$ cat config.mk
export PLATFORM = sky130hd
export DESIGN_NAME = pcba_ram
export DESIGN_NICKNAME = d
export VERILOG_FILES = /design/src/design/pcba_ram.sv
export SDC_FILE = /design/constraint.sdc
export NUM_CORES = 1
export LEC_CHECK = 0
export ABC_AREA = 1
export BUFFER_PORTS_ARGS = -buffer_cell sky130_fd_sc_hd__buf_2
export CORE_UTILIZATION = 30
export DETAILED_ROUTE_END_ITERATION = 16
export PLACE_DENSITY = 0.49
export RECOVER_POWER = 50
export SYNTH_ARGS = -nofsm -noshare
export SYNTH_HDL_FRONTEND = slang
export SYNTH_SLANG_ARGS = --single-unit
export TNS_END_PERCENT = 1
$ cat constraint.sdc
create_clock -name clk -period 1.38 [get_ports clk]
set_clock_uncertainty 0.15 [all_clocks]
set_input_delay 0.207 -clock clk [delete_from_list [all_inputs] [get_ports clk]]
set_output_delay 0.207 -clock clk [all_outputs]
set_load 0.01 [all_outputs]
$ cat src/design/pcba_ram.sv
// Generic single-write, single-read RAM with registered read data.
// No dependencies.
module pcba_ram #(
  parameter int DATA_W = 8,
  parameter int DEPTH  = 16
) (
  input  logic                     clk,
  input  logic                     we,
  input  logic [$clog2(DEPTH)-1:0] waddr,
  input  logic [DATA_W-1:0]        wdata,
  input  logic [$clog2(DEPTH)-1:0] raddr,
  output logic [DATA_W-1:0]        rdata
);

  logic [DATA_W-1:0] mem [DEPTH];

  // Write port and registered read port
  always_ff @(posedge clk) begin
    if (we) begin
      mem[waddr] <= wdata;
    end
    rdata <= mem[raddr];
  end

endmodule

==> results.toml <==
[routing]
ant_nets = 0
vias_per_cell = 4.511
finalWirelength_um = 13840
drt_iter0_markers = 332
drc_errors = 0
vias = 3857
wire_per_inst_um = 16.18
dr.pass1.iters = 4

[clocking]
path_clk_slew_ns = 0.06
cts-root-buf = "clkbuf_16"
cts_tree = "yes"
postCtsHoldBufs = 0
htree_levels = 4
cts_resized = 0
cts.sinks = 136
cts_post_setup_buffers_inserted = 0
clock_path_buffers = 2
insertion_delay_ns = 0.42
cts_buffers = 17

[setup_path]
slowest_stage = "dfxtp_1"
crit_required_ns = 1.02
path_class = "register to output port"
slowest_delay_ns = 0.38
crit_fanout = 1
startpoint_type = "register"
path_cells = "buf_2"
crit_family = "flip-flops"
critPathArrivalTime_ns = 0.96
path_buf_inv = 1
end_kind = "output port"

[min_path]
hp-class = "input pin to register"

[synthesis]
synth_nets = 569
yosys.area_share.xor_xnor = 0
synthMuxAreaShare = 0
synth-compound-area-share = 0
yosysMostFrequentCell = "nand2_1"
synth_top_cell_by_area = "edfxtp_1"
yosysTopAreaCellShare = 0.6665
synth_warnings = 0
synthSimpleGateAreaFrac = 0.2105
synthTopCellsByArea = "edfxtp_1 (67%), nand2_1 (11%), nand3_1 (8.4%)"
synthCells = 551
synth_flop_cell = "edfxtp_1"
ys_async_sr_fraction = 0
synth_edf_count = 128
synth_top_family_by_area = "simple AND/OR/NAND/NOR gates"
syn_area_um2 = 5767
synth_adder_area_share = 0
synth_seq_cells = 136
ys_top_cells_by_count = "nand2_1 (173), edfxtp_1 (128), inv_1 (100)"
synth-seq-area-share = 0.6943
syn_avg_cell_area_um2 = 10.47
ys_types = 12

[global_routing]
grt_max_degree = 43
grt_usage = 0.1540
gr-total-overflow = 0
antenna_found_initial = 0
grt_pass1_wl_um = 22180
grt_pass1_vias = 4026

[timing]
slew_viol_final = 0
rsz0062_at_grt = "no"
finalCriticalPeriod_ns = 1.313
fmax_mhz = 761.7
max-slew-margin-rel = 0.4070
hold_viol_final = 0
holdWs_ns = 0.04004
finalCritPeriodShare = 0.9514
setup_tns_ns = 0
fin_ws_ns = 0.06711
finalSetupViolCount = 0
worst_pin_slew_ns = 0.8895

[power_and_ir_drop]
total_power_mw = 9.762
pwr-share-comb = 0.066
power_frac_seq = 0.477
p_clk_frac = 0.457
power.switching_mw = 2.113
ir_worst_vdd_uv = 886.1
powerDensity_nw_per_um2 = 1396
netSwitchingFraction = 0.2165
p_leak_nw = 3.006
p_int_mw = 7.649

[place]
dpl_worst_slack_ns = -0.09850
globalplace.congestion = 0.8084
io_buffer_count = 25
dp.cells = 823
dpl_cell_area_um2 = 6421
hpwl_um = 9048

[floorplan]
die_w_um = 140.6
die_h_um = 140.6
num_io_pins = 26
initial_core_util = 0.3073
num_rows = 50
core_area_um2 = 18770
die_area_um2 = 19780

[finish]
n_fill_cell = 1868
fin_cells = 855
syn2layout_area_growth_pct = 21.24
design_area_um2 = 6992
layout-drive-gt1-share = 0.1353
n_antenna_cell = 0
finalCoreUtilization = 0.3725
fin_nets = 626

[job]
maxCapViolCount = 0

[outcome]
status = "completed"
[power groups by stage]
stage	sequential (mW)	clock [mW]	combinational (mW)
floorplan	4.74	0	0.326
global placement	4.74	0	0.655
detailed placement	4.74	0	0.659
CTS	4.65	4.55	0.661
global route	4.66	4.72	0.720
finish	4.65	4.47	0.643
[flip-flops by register name, indices dropped and copies added (netlist names)]
name	count
rdata	8
mem	128
[metal layers]
metal / GRT usage / routed length [µm]
met3: 0.02887 / 775
met5: 0 / 0
met2: 0.2613 / 6676
met1: 0.1940 / 6110
met4: 0.06178 / 274
[path summary, 6_finish.rpt]
kind	cells after the start	slack [ns]	start	end
hold reg to reg	6	0.52	mem[2][6]	rdata[6]
setup reg to reg	6	0.21	mem[5][2]	rdata[2]
setup / recovery	1	0.07	rdata[6]	rdata[6]
hold / removal	4	0.04	raddr[2]	rdata[7]
[cell type report]
cell class / count / area [µm²] / area share
sequential: 136 / 4004 / 0.5727
multi-input combinational: 289 / 1214 / 0.1736
timing repair buffer: 62 / 513.0 / 0.07337
clock buffer: 17 / 425.4 / 0.06084
inverter: 102 / 382.9 / 0.05476
tap: 234 / 292.8 / 0.04188
clock inverter: 15 / 160.2 / 0.02291
[cells in the final DEF, fill, tap and decap left out, types with 10 or more instances in the layout]
cell,instances
clkbuf_16,17
nand2_1,173
buf_2,16
buf_4,26
nor2_1,17
clkbuf_1,10
nand3_1,97
buf_12,10
edfxtp_1,128
inv_1,100
[logic make-up (layout without fill, tap and decap cells)]
group | after synthesis | in the layout
AND/OR/NAND/NOR | 289 | 289
flip-flops | 136 | 136
buffers and inverters | 126 | 196
(Power assumes the default switching activity.)
